## src/rtl/nbl_pkg.sv

```systemverilog
// ----------------------------------------------------------------------------
// nbl_pkg
// Shared widths, item codes and structs for the nearest box lookup unit.
// ----------------------------------------------------------------------------
`default_nettype none

package nbl_pkg;

  // Fixed field widths
  localparam int COORD_BITS     = 24;
  localparam int ID_BITS        = 16;
  localparam int SLOT_BITS      = 6;
  localparam int DIST_BITS      = 50;

  // Default table depth
  localparam int ROOM_SLOTS_DEF = 64;

  // Per-axis gap, its square and the two-axis sum
  localparam int GAP_BITS       = COORD_BITS;
  localparam int SQ_BITS        = 2 * GAP_BITS;
  localparam int SUM_BITS       = SQ_BITS + 1;

  // Entries in the queue between front and back
  localparam int QUEUE_DEPTH    = 2;

  // Command field codes
  localparam logic CMD_LOAD  = 1'b0;
  localparam logic CMD_QUERY = 1'b1;

  typedef logic signed [COORD_BITS-1:0] coord_t;

  // Work kinds decided by the front
  typedef enum logic [1:0] {
    OP_LOAD  = 2'd0,
    OP_SKIP  = 2'd1,
    OP_QUERY = 2'd2
  } nbl_op_e;

  // One table entry
  typedef struct packed {
    logic                valid;
    coord_t              min_x;
    coord_t              max_x;
    coord_t              min_z;
    coord_t              max_z;
    logic [ID_BITS-1:0]  tag;
  } nbl_entry_t;

  // One queued work item
  typedef struct packed {
    nbl_op_e               op;
    logic [SLOT_BITS-1:0]  slot;
    nbl_entry_t            entry;
    coord_t                point_x;
    coord_t                point_z;
  } nbl_item_t;

  // Queue fill status
  typedef struct packed {
    logic empty;
    logic full;
  } nbl_qstat_t;

endpackage

`default_nettype wire

```

## src/rtl/nbl_queue.sv

```systemverilog
// ----------------------------------------------------------------------------
// nbl_queue
// Short first-in first-out queue of work items between front and back.
// ----------------------------------------------------------------------------
`default_nettype none

module nbl_queue import nbl_pkg::*; (
  input  logic        clk_i,
  input  logic        rst_ni,
  input  logic        push_i,
  input  nbl_item_t   item_i,
  input  logic        pop_i,
  output nbl_item_t   head_o,
  output nbl_qstat_t  qstat_o
);

  localparam int PTR_W = (QUEUE_DEPTH > 1) ? $clog2(QUEUE_DEPTH) : 1;
  localparam int CNT_W = $clog2(QUEUE_DEPTH + 1);
  localparam logic [PTR_W-1:0] LAST_PTR = PTR_W'(QUEUE_DEPTH - 1);

  nbl_item_t         buf_q [QUEUE_DEPTH];
  logic [PTR_W-1:0]  wr_ptr_q, wr_ptr_d;
  logic [PTR_W-1:0]  rd_ptr_q, rd_ptr_d;
  logic [CNT_W-1:0]  count_q, count_d;

  assign qstat_o.empty = (count_q == '0);
  assign qstat_o.full  = (count_q == CNT_W'(QUEUE_DEPTH));
  assign head_o        = buf_q[rd_ptr_q];

  // Advance pointers and count
  always_comb begin
    wr_ptr_d = wr_ptr_q;
    rd_ptr_d = rd_ptr_q;
    count_d  = count_q;
    if (push_i) begin
      wr_ptr_d = (wr_ptr_q == LAST_PTR) ? '0 : wr_ptr_q + PTR_W'(1);
    end
    if (pop_i) begin
      rd_ptr_d = (rd_ptr_q == LAST_PTR) ? '0 : rd_ptr_q + PTR_W'(1);
    end
    if (push_i && !pop_i) begin
      count_d = count_q + CNT_W'(1);
    end else if (pop_i && !push_i) begin
      count_d = count_q - CNT_W'(1);
    end
  end

  always_ff @(posedge clk_i or negedge rst_ni) begin
    if (!rst_ni) begin
      wr_ptr_q <= '0;
      rd_ptr_q <= '0;
      count_q  <= '0;
    end else begin
      wr_ptr_q <= wr_ptr_d;
      rd_ptr_q <= rd_ptr_d;
      count_q  <= count_d;
    end
  end

  // Store pushed beats
  always_ff @(posedge clk_i) begin
    if (push_i) begin
      buf_q[wr_ptr_q] <= item_i;
    end
  end

endmodule

`default_nettype wire

```

## config.mk

```make
export PLATFORM = sky130hd
export DESIGN_NAME = nbl_queue
export DESIGN_NICKNAME = d
export VERILOG_FILES = /design/src/rtl/nbl_pkg.sv /design/src/rtl/nbl_queue.sv
export SDC_FILE = /design/constraint.sdc
export NUM_CORES = 1
export LEC_CHECK = 0
export BUFFER_PORTS_ARGS = -buffer_cell sky130_fd_sc_hd__buf_2
export CAP_MARGIN = 20
export CORE_ASPECT_RATIO = 1.4
export CORE_MARGIN = 5
export CORE_UTILIZATION = 55
export DETAILED_ROUTE_END_ITERATION = 8
export PLACE_DENSITY_LB_ADDON = 0.1
export SKIP_LAST_GASP = 1
export SLEW_MARGIN = 10
export SYNTH_ARGS = -nofsm -noshare
export SYNTH_HDL_FRONTEND = slang
export SYNTH_SLANG_ARGS = --single-unit
```

## constraint.sdc

```tcl
create_clock -name clk_i -period 23.4 [get_ports clk_i]
set_input_delay 5.85 -clock clk_i [delete_from_list [all_inputs] [get_ports clk_i]]
set_output_delay 5.85 -clock clk_i [all_outputs]
set_load 0.005 [all_outputs]
```

# Word level (Yosys, flattened, before mapping)
# Memory sizes are Yosys's and may differ from the RTL's.
# Cells that the tools add are included.
# totals
regBits,4
ramBits,338
output_inout_bits,171
word_cells,21
mem_count,1
# mem_list
name,words,word_bits,rd,rd_clocked_by_memory_dff,write_ports,line,text
buf_q,2,169,1,0,1,nbl_queue.sv:21,nbl_item_t buf_q [QUEUE_DEPTH];
# op_classes
add_sub_neg,4
n_eq_ne,1
n_mux,6
reduce_logical,6
# op_table
op,count
$mux 1,4
$mux 2,2
$add 1x1->1 const B,2
$add 2x1->2 const B,1
$eq 2x2->1 const B,1
$logic_and 1x1->1,2
$logic_not 1->1,2
$logic_not 2->1,1
$reduce_bool 2->1,1
$sub 2x1->2 const B,1

# Logic depth before layout (Yosys ltp)
# Gate-level depths: netlist of the first run.
# depth
word_depth,4
mapped_depth,5
depth_no_buf,5

# Worst setup path before layout of the first run
# No wires, ideal clock.
# synth_path
path_type,in2reg
start,in push_i
end,"mem buf_q[0][0] in the netlist's numbering, enable pin"
setup_ps,720
arrival_ps,13149
t_required_ps,22680
slack_ps,9530
path_stages,1
path_cell_list,nor2b_1
# synth_via
elab_chain_cells,2
# synth_lines
item,line,text
"start, declared",nbl_queue.sv:10,"input logic push_i,"
$mux 1,nbl_queue.sv:62,if (push_i) begin
$mux 1 (not written as such),nbl_queue.sv:63,buf_q[wr_ptr_q] <= item_i;
"end, declared",nbl_queue.sv:21,
# No other way between the ends.

==> impl_results.md, run 1 <==
- Status: finished clean
- Starting density of the core: approximately 55%
- Postcts setup bufs: 0
- CTS tree: yes
- Avg Cell Area, Syn: 23.6 um^2
- CP endpoint kind: output port
- Die span in y: 190 um
- Yosys top cell by area: edfxtp_1
- DR vias/cell: 5.14
- Yosys warning total: 0
- Yosys cell types: 13
- Clk_lat worst skew: 0.54 ns
- Leak: 6.19 nW
- DRC violations left: 0
- Worst-Margin Slew: 1.08 ns
- Vias in the first global route: about 7000
- Routed len/inst: about 21 um
- Htree depth: 1
- Post-cts sizing count: 0
- Commonest non-fill, non-tap cell in the layout: buf_2
- Routed vias: 6383
- Crit path largest cell delay: 1.00 ns
- Hold-fix buffers, CTS: 0
- Register area share after synthesis: 80.2%
- Max Transition Viols Final: 0
- Min Tclk post-route: ~8.9 ns
- GRT Util Overall: 18.5%
- Number of I/O pins: 344
- First-pass DRT Iterations: 5
- Detailed placer's ending HPWL: about 18 mm
- Synthesized flop and latch total: 342
- Fmax: 113 MHz
- Largest cells by area after synthesis: edfxtp_1 (79%), mux2_4 (12%), mux2_2 (6.1%)
- Fin Clk Skew: 0.00850 ns
- Hold crit path type: reg -> reg
- Share of layout cells above drive strength 1: between 60% and 70%
- Setup TNS: 0 ns
- Clk slew on worst S/H paths: 0.06 ns
- Worst EP arrival: 3.04 ns
- CP max FO: between 60 and 70
- CTS Buf Count: 30
- Synth top area share: 79.4%
- First-pass GRT wire length: about 38 mm
- # clock sinks: approximately 340
- Largest net degree at the start of global routing: 87
- Pwr dens: 116 nW/um^2
- Cell Chain, Critical Path: buf_4 -> mux2_2 -> buf_2
- Synthesized cell area: 12800 um^2
- Critical path class: reg -> out
- Final period util: 38.0%
- Die area: 26400 um^2
- Mapped Cells: around 540
- ANT nets after route: 0
- Die width: 139 um
- Worst IR Drop VDD: 0.000106 V
- Min Hold Slack: 0.489 ns
- Core Footprint: around 23000 um^2
- Relative max-transition margin: between 20% and 30%
- Clock Tree Buf Depth: 3
- Final core utilization: 68.3%
- Final GP Congestion: approximately 0.77
- # port buffers: 343
- Worst EP required: ~18 ns
- # setup viols final: 0
- Gr ovfl total: 0
- Final Hold Fails: 0
- RSZ-0062 raised after global routing: no
- Rows: 66
- Slowest cell on crit path: dfrtp_4
- Routed Wire Length: 25.5 mm
- Max cap viols: 0
- 1st-iter DRT viols: 320
- Synth-to-Final Area Change: 23.1%
- Syn Nets: 716
- Post-layout nets: approximately 1100
- Initial antenna violation count: 13
- Root Driver: clkbuf_16
- Startpoint types: flip-flop
- Most frequent cells in the layout: buf_2 (343), edfxtp_1 (338), mux2_4 (100)
power by group:
part / switching, mW / leakage [nW] / internal, mW / total (mW)
registers: 0.0488 / 3.22 / 0.812 / 0.861
logic: 0.241 / 2.55 / 0.286 / 0.527
clock network: 0.200 / 0.423 / 0.240 / 0.440
worst paths after layout:
kind	from	to	slack [ns]	cells after the start
setup reg to reg	wr_ptr_q	buf_q[1][35]	21.02	4
min in group asynchronous	rst_ni	wr_ptr_q	5.11	1
hold / removal	count_q[1]	count_q[1]	0.49	1
hold reg to reg	count_q[1]	count_q[1]	0.49	1
setup / recovery	rd_ptr_q	head_o[147]	14.51	3
max in group asynchronous	rst_ni	rd_ptr_q	18.15	1
area by class of cell:
class	instances	area [um^2]
Timing Repair Buffer	351	1830
Antenna cell	8	20.0
Clock inverter	16	73.8
Tap cell	306	383
Inverter	1	3.75
Multi-Input combinational cell	180	2370
Fill cell	1554	7310
Sequential cell	342	10300
Clock buffer	37	798
cell families after synthesis:
family,Yosys count,synth area share (%)
xor+xnor,5,0.343
fa+ha+maj,1,0.0979
buf+inv,20,1.36
flops,342,80.2
mux,169,17.8
simple gates,5,0.206
state kept, by name, summed over array words and instances, names as in the netlist:
name      flops
buf_q       338
count_q       2
rd_ptr_q      1
wr_ptr_q      1
cell usage after synthesis:
cell / count
mux2_4: 100
edfxtp_1: 338
ha_1: 1
inv_1: 1
nor2b_1: 2
buf_6: 12
buf_2: 7
nor2_1: 2
mux2_2: 69
dfrtp_1: 4
xor2_1: 4
and2_1: 1
xnor2_1: 1
critical path, delay by kind of cell (launching register included):
kind | cells | cell delay, ns
muxes | 1 | 0.42
buffers and inverters | 2 | 1.05
DFF | 1 | 1.00
per-layer routing:
layer	share of wire, %	global-route usage (%)	vias up
li1	-	-	2898
met2	52	32.7	264
met4	3.3	7.00	10
met1	35	20.6	3150
met5	0.21	0	-
met3	9.4	6.82	61
stage by stage:
stage	area [um^2]	power (mW)	cells	setup WS (ns)
detailed placement	14800	1.41	1177	14.96
CTS	15600	1.85	1230	14.42
finish	15700	1.83	1241	14.51
floorplan	12800	1.23	542	9.53
global placement	14800	1.39	1177	15.04
global route	15700	1.92	1240	14.35
No activity file was read; power rests on OpenSTA's default activity.
==> run 2, diff against run 1 <==
--- a/config.mk
+++ b/config.mk
@@ -5,11 +5,12 @@
 export SDC_FILE = /design/constraint.sdc
 export NUM_CORES = 1
 export LEC_CHECK = 0
+export ABC_AREA = 1
 export BUFFER_PORTS_ARGS = -buffer_cell sky130_fd_sc_hd__buf_2
 export CAP_MARGIN = 20
 export CORE_ASPECT_RATIO = 1.4
 export CORE_MARGIN = 5
-export CORE_UTILIZATION = 55
+export CORE_UTILIZATION = 52
 export DETAILED_ROUTE_END_ITERATION = 8
 export PLACE_DENSITY_LB_ADDON = 0.1
 export SKIP_LAST_GASP = 1
==> constraint.sdc (replaced) <==
create_clock -name clk_i -period 8.66 [get_ports clk_i]
set_input_delay 2.165 -clock clk_i [delete_from_list [all_inputs] [get_ports clk_i]]
set_output_delay 2.165 -clock clk_i [all_outputs]
set_load 0.005 [all_outputs]
==> run 2 against run 1 <==
Routed wire length decreased by 1.4%. Critical path type unchanged. Via count shrank 0.16%. Design area grew 0.69%. Non-clock buffer count down 1. Critical endpoint is now head_o[167].
==> impl_results.md, run 2 <==
- Worst EP arrival: 2.58 ns (-0.46 ns)
- Worst r2r src: wr_ptr_q
- Worst IR Drop VDD: 0.000367 V (+240%)
- Mapped Cells: 551 (+1.7%)
- Fin area: 15800 um^2 (+0.69%)
- Min Tclk post-route: roughly 4.7 ns
- Final core utilization: 64.6% (-3.6 points)
- Die area: 27900 um^2 (+5.6%)
- ANT nets after route: 0 (unchanged)
- Routed Wire Length: 25.2 mm (-1.4%)
- Sw Ratio: 26.4% (-0.38 points)
- Critical path class: reg -> out
- Die span in y: 196 um (+2.8%)
- Hold depth: 2 (+1)
- CTS tree: yes
- CTS Buf Count: 30 (unchanged)
- First-pass DRT Iterations: 4 (-1)
- Fin Clk Skew: 0.0127 ns (+0.00416 ns)
- Int Pwr: 3.70 mW (+180%)
- Slowest cell on crit path: buf_12
- DRC violations left: 0 (unchanged)
- CP endpoint kind: output port
- CP max FO: 170 (+170%)
- Pwr dens: 317 nW/um^2 (+170%)
- Final period util: a little over half
- Place WS: 4.13 ns (-10.82 ns)
- Post-synth top cells: edfxtp_1 (338), mux2_4 (100), mux2_2 (69), buf_6 (12)
- Routed vias: 6373 (-0.16%)
- Most numerous cell in the Yosys netlist: edfxtp_1
- Net switching power: 1.33 mW (+170%)
- Worst-Margin Slew: 1.38 ns (+0.305 ns)
- Fmax: 211 MHz
- Starting density of the core: 52.3% (-3.2 points)
- Status: finished clean
- # setup viols final: 0 (unchanged)
- Crit path largest cell delay: 0.62 ns (-0.38 ns)
- Startpoint types: flip-flop
- Setup TNS: 0 ns (unchanged)
- Postcts setup bufs: 0 (unchanged)
- 1st-iter DRT viols: 252 (-21%)
- Synth top area share: 79.3% (-0.12 points)
- Detailed placer's ending HPWL: 17.0 mm (-3.9%)
- GRT Util Overall: 17.0% (-1.5 points)
- Clk slew on worst S/H paths: 0.06 ns (about the same)
- Hold-fix buffers, CTS: 0 (unchanged)
- Primary FF master, synth: edfxtp_1
- Vias in the first global route: 6908 (-2.4%)
- Commonest non-fill, non-tap cell in the layout: buf_2
- Reg with most FFs: buf_q
- Final Hold Fails: 0 (unchanged)
- Yosys top cell by area: edfxtp_1
- Seq pwr share: 45.1% (-2.0 points)
- Hold crit path type: reg -> reg
- Synthesized cell area: 12800 um^2 (+0.16%)
- Avg Cell Area, Syn: 23.2 um^2 (-1.5%)
- Syn Nets: 725 (+1.3%)
- Register area share after synthesis: 80.0% (-0.13 points)
- Post-cts sizing count: 0 (unchanged)
- First-pass GRT wire length: 36.6 mm (-4.0%)
- Largest net degree at the start of global routing: 171 (+97%)
- Number of enable flip-flop cells after synthesis: 338 (unchanged)
- DR vias/cell: 5.06 (-1.6%)
- Max Transition Viols Final: 0 (unchanged)
- FF-to-FF setup slack: 6.19 ns (-14.83 ns)
- Max cap viols: 0 (unchanged)
- Placed cell areas: 14800 um^2 (+0.26%)
- Synth-to-Final Area Change: 23.7%
- Post-layout nets: 1088 (+0.74%)
- Largest cells by area after synthesis: edfxtp_1 (79%), mux2_4 (12%), mux2_2 (6.1%)
- Yosys warning total: 0 (unchanged)
- Gr ovfl total: 0 (unchanged)
- # clock sinks: 342 (unchanged)
- Clk_lat worst skew: 0.55 ns (about the same)
- Rows: 68 (+3.0%)
- Part of the power in combinational logic: 29.8% (+1.0 points)
- Core Footprint: 24500 um^2 (+6.4%)
- Relative max-transition margin: 7.77% (-20 points)
- Die width: 143 um (+2.7%)
- Clock share of power: 25.1% (+1.0 points)
- Biggest regs: buf_q (338), count_q (2)
- Largest register FFs: 338 (unchanged)
- Htree depth: 1 (unchanged)
- Share of layout cells above drive strength 1: 60.2% (-0.28 points)
- Yosys cell types: 14 (+1)
- Hold_sp: count_q[1]
- Root Driver: clkbuf_16
- # port buffers: 343 (unchanged)
- Ys async rst share: 1.17% (unchanged)
- Final GP Congestion: 0.763 (-0.65%)
- Worst EP required: 6.50 ns (-11.05 ns)
- PnR worst setup slack: 3.92 ns (-10.60 ns)
- Worst Setup EP: head_o[167]
- Routed len/inst: 20.0 um (-2.8%)
- Number of I/O pins: 344 (unchanged)
- Leak: 6.26 nW (+1.1%)
- Cell Chain, Critical Path: buf_12 -> mux2_2 -> buf_2
- Worst r2r dst: buf_q[1][18]
- Crit path from: rd_ptr_q
- Clock Tree Buf Depth: 3 (unchanged)
- Initial antenna violation count: 10 (-3)
- Synthesized flop and latch total: 342 (unchanged)
- RSZ-0062 raised after global routing: no
- Most frequent cells in the layout: buf_2 (343), edfxtp_1 (338), mux2_4 (100)
- FF-to-FF path depth: 4 (unchanged)
[run 2: cell types whose count changed in the layout (fill, tap and decap cells not counted), moves of 2 or more]
cell,delta
xor2_1,-2
nand2_1,+5
diode_2,-2
inv_1,+5
clkinv_2,+3
buf_4,-2
bufinv_16,+2
[run 2: cell families after synthesis]
logic type	synth area share, %
AND/OR/NAND/NOR	0.322
multiplexers	17.8
XOR/XNOR	0.205
buffers and inverters	1.53
flip-flops	80.0
adder cells (fa/ha/maj)	0.0977
[run 2: area by class of cell]
| class | instances | area [um^2] |
|---|---|---|
| antenna | 6 | 15.0 |
| clock buffer | 36 | 795 |
| clock inverter | 20 | 145 |
| fill | 1740 | 8660 |
| inverter | 7 | 31.3 |
| multi-input combinational | 183 | 2370 |
| sequential | 342 | 10300 |
| tap | 315 | 394 |
| timing repair buffer | 350 | 1840 |
[run 2: power by group through the flow]
| stage | Clock (mW) | Combinational [mW] | Sequential, mW |
|---|---|---|---|
| final | 1.26 | 1.50 | 2.27 |
| after global routing | 1.36 | 1.60 | 2.29 |
| after floorplan | 0 | 0.957 | 2.33 |
| after CTS | 1.29 | 1.49 | 2.28 |
| after global placement | 0 | 1.47 | 2.29 |
| after detailed placement | 0 | 1.49 | 2.32 |
[run 2: metrics by stage]
stage,power [mW],hold slack (ns),std cells
after floorplan,3.29,0.463,551
after global placement,3.76,0.477,1194
after detailed placement,3.81,0.505,1194
after CTS,5.07,0.521,1250
after global routing,5.26,0.562,1258
final,5.03,0.519,1259
[run 2: how the worst min path moves through the flow]
stage,end,slack (ns)
after global routing,count_q[1],0.56
after detailed placement,count_q[1],0.51
final,count_q[1],0.52
after CTS,count_q[1],0.52
after floorplan,count_q[1],0.46
after global placement,count_q[1],0.48
[run 2: worst max-delay path: cells and delay by family, from the launching register on]
kind,cells,cell delay [ns]
multiplexers,1,0.44
buffers and inverters,2,0.76
flip-flops,1,0.41
[run 2: per-layer routing]
| metal | share of wire [%] | global-route usage, % | wire (um) | vias to the layer above |
|---|---|---|---|---|
| li1 | - | - | - | 2921 |
| met1 | 36 | 19.5 | 9120 | 3120 |
| met2 | 51 | 29.4 | 12800 | 261 |
| met3 | 9.5 | 6.02 | 2390 | 61 |
| met4 | 3.3 | 6.41 | 818 | 10 |
| met5 | 0.21 | 0 | 54 | - |
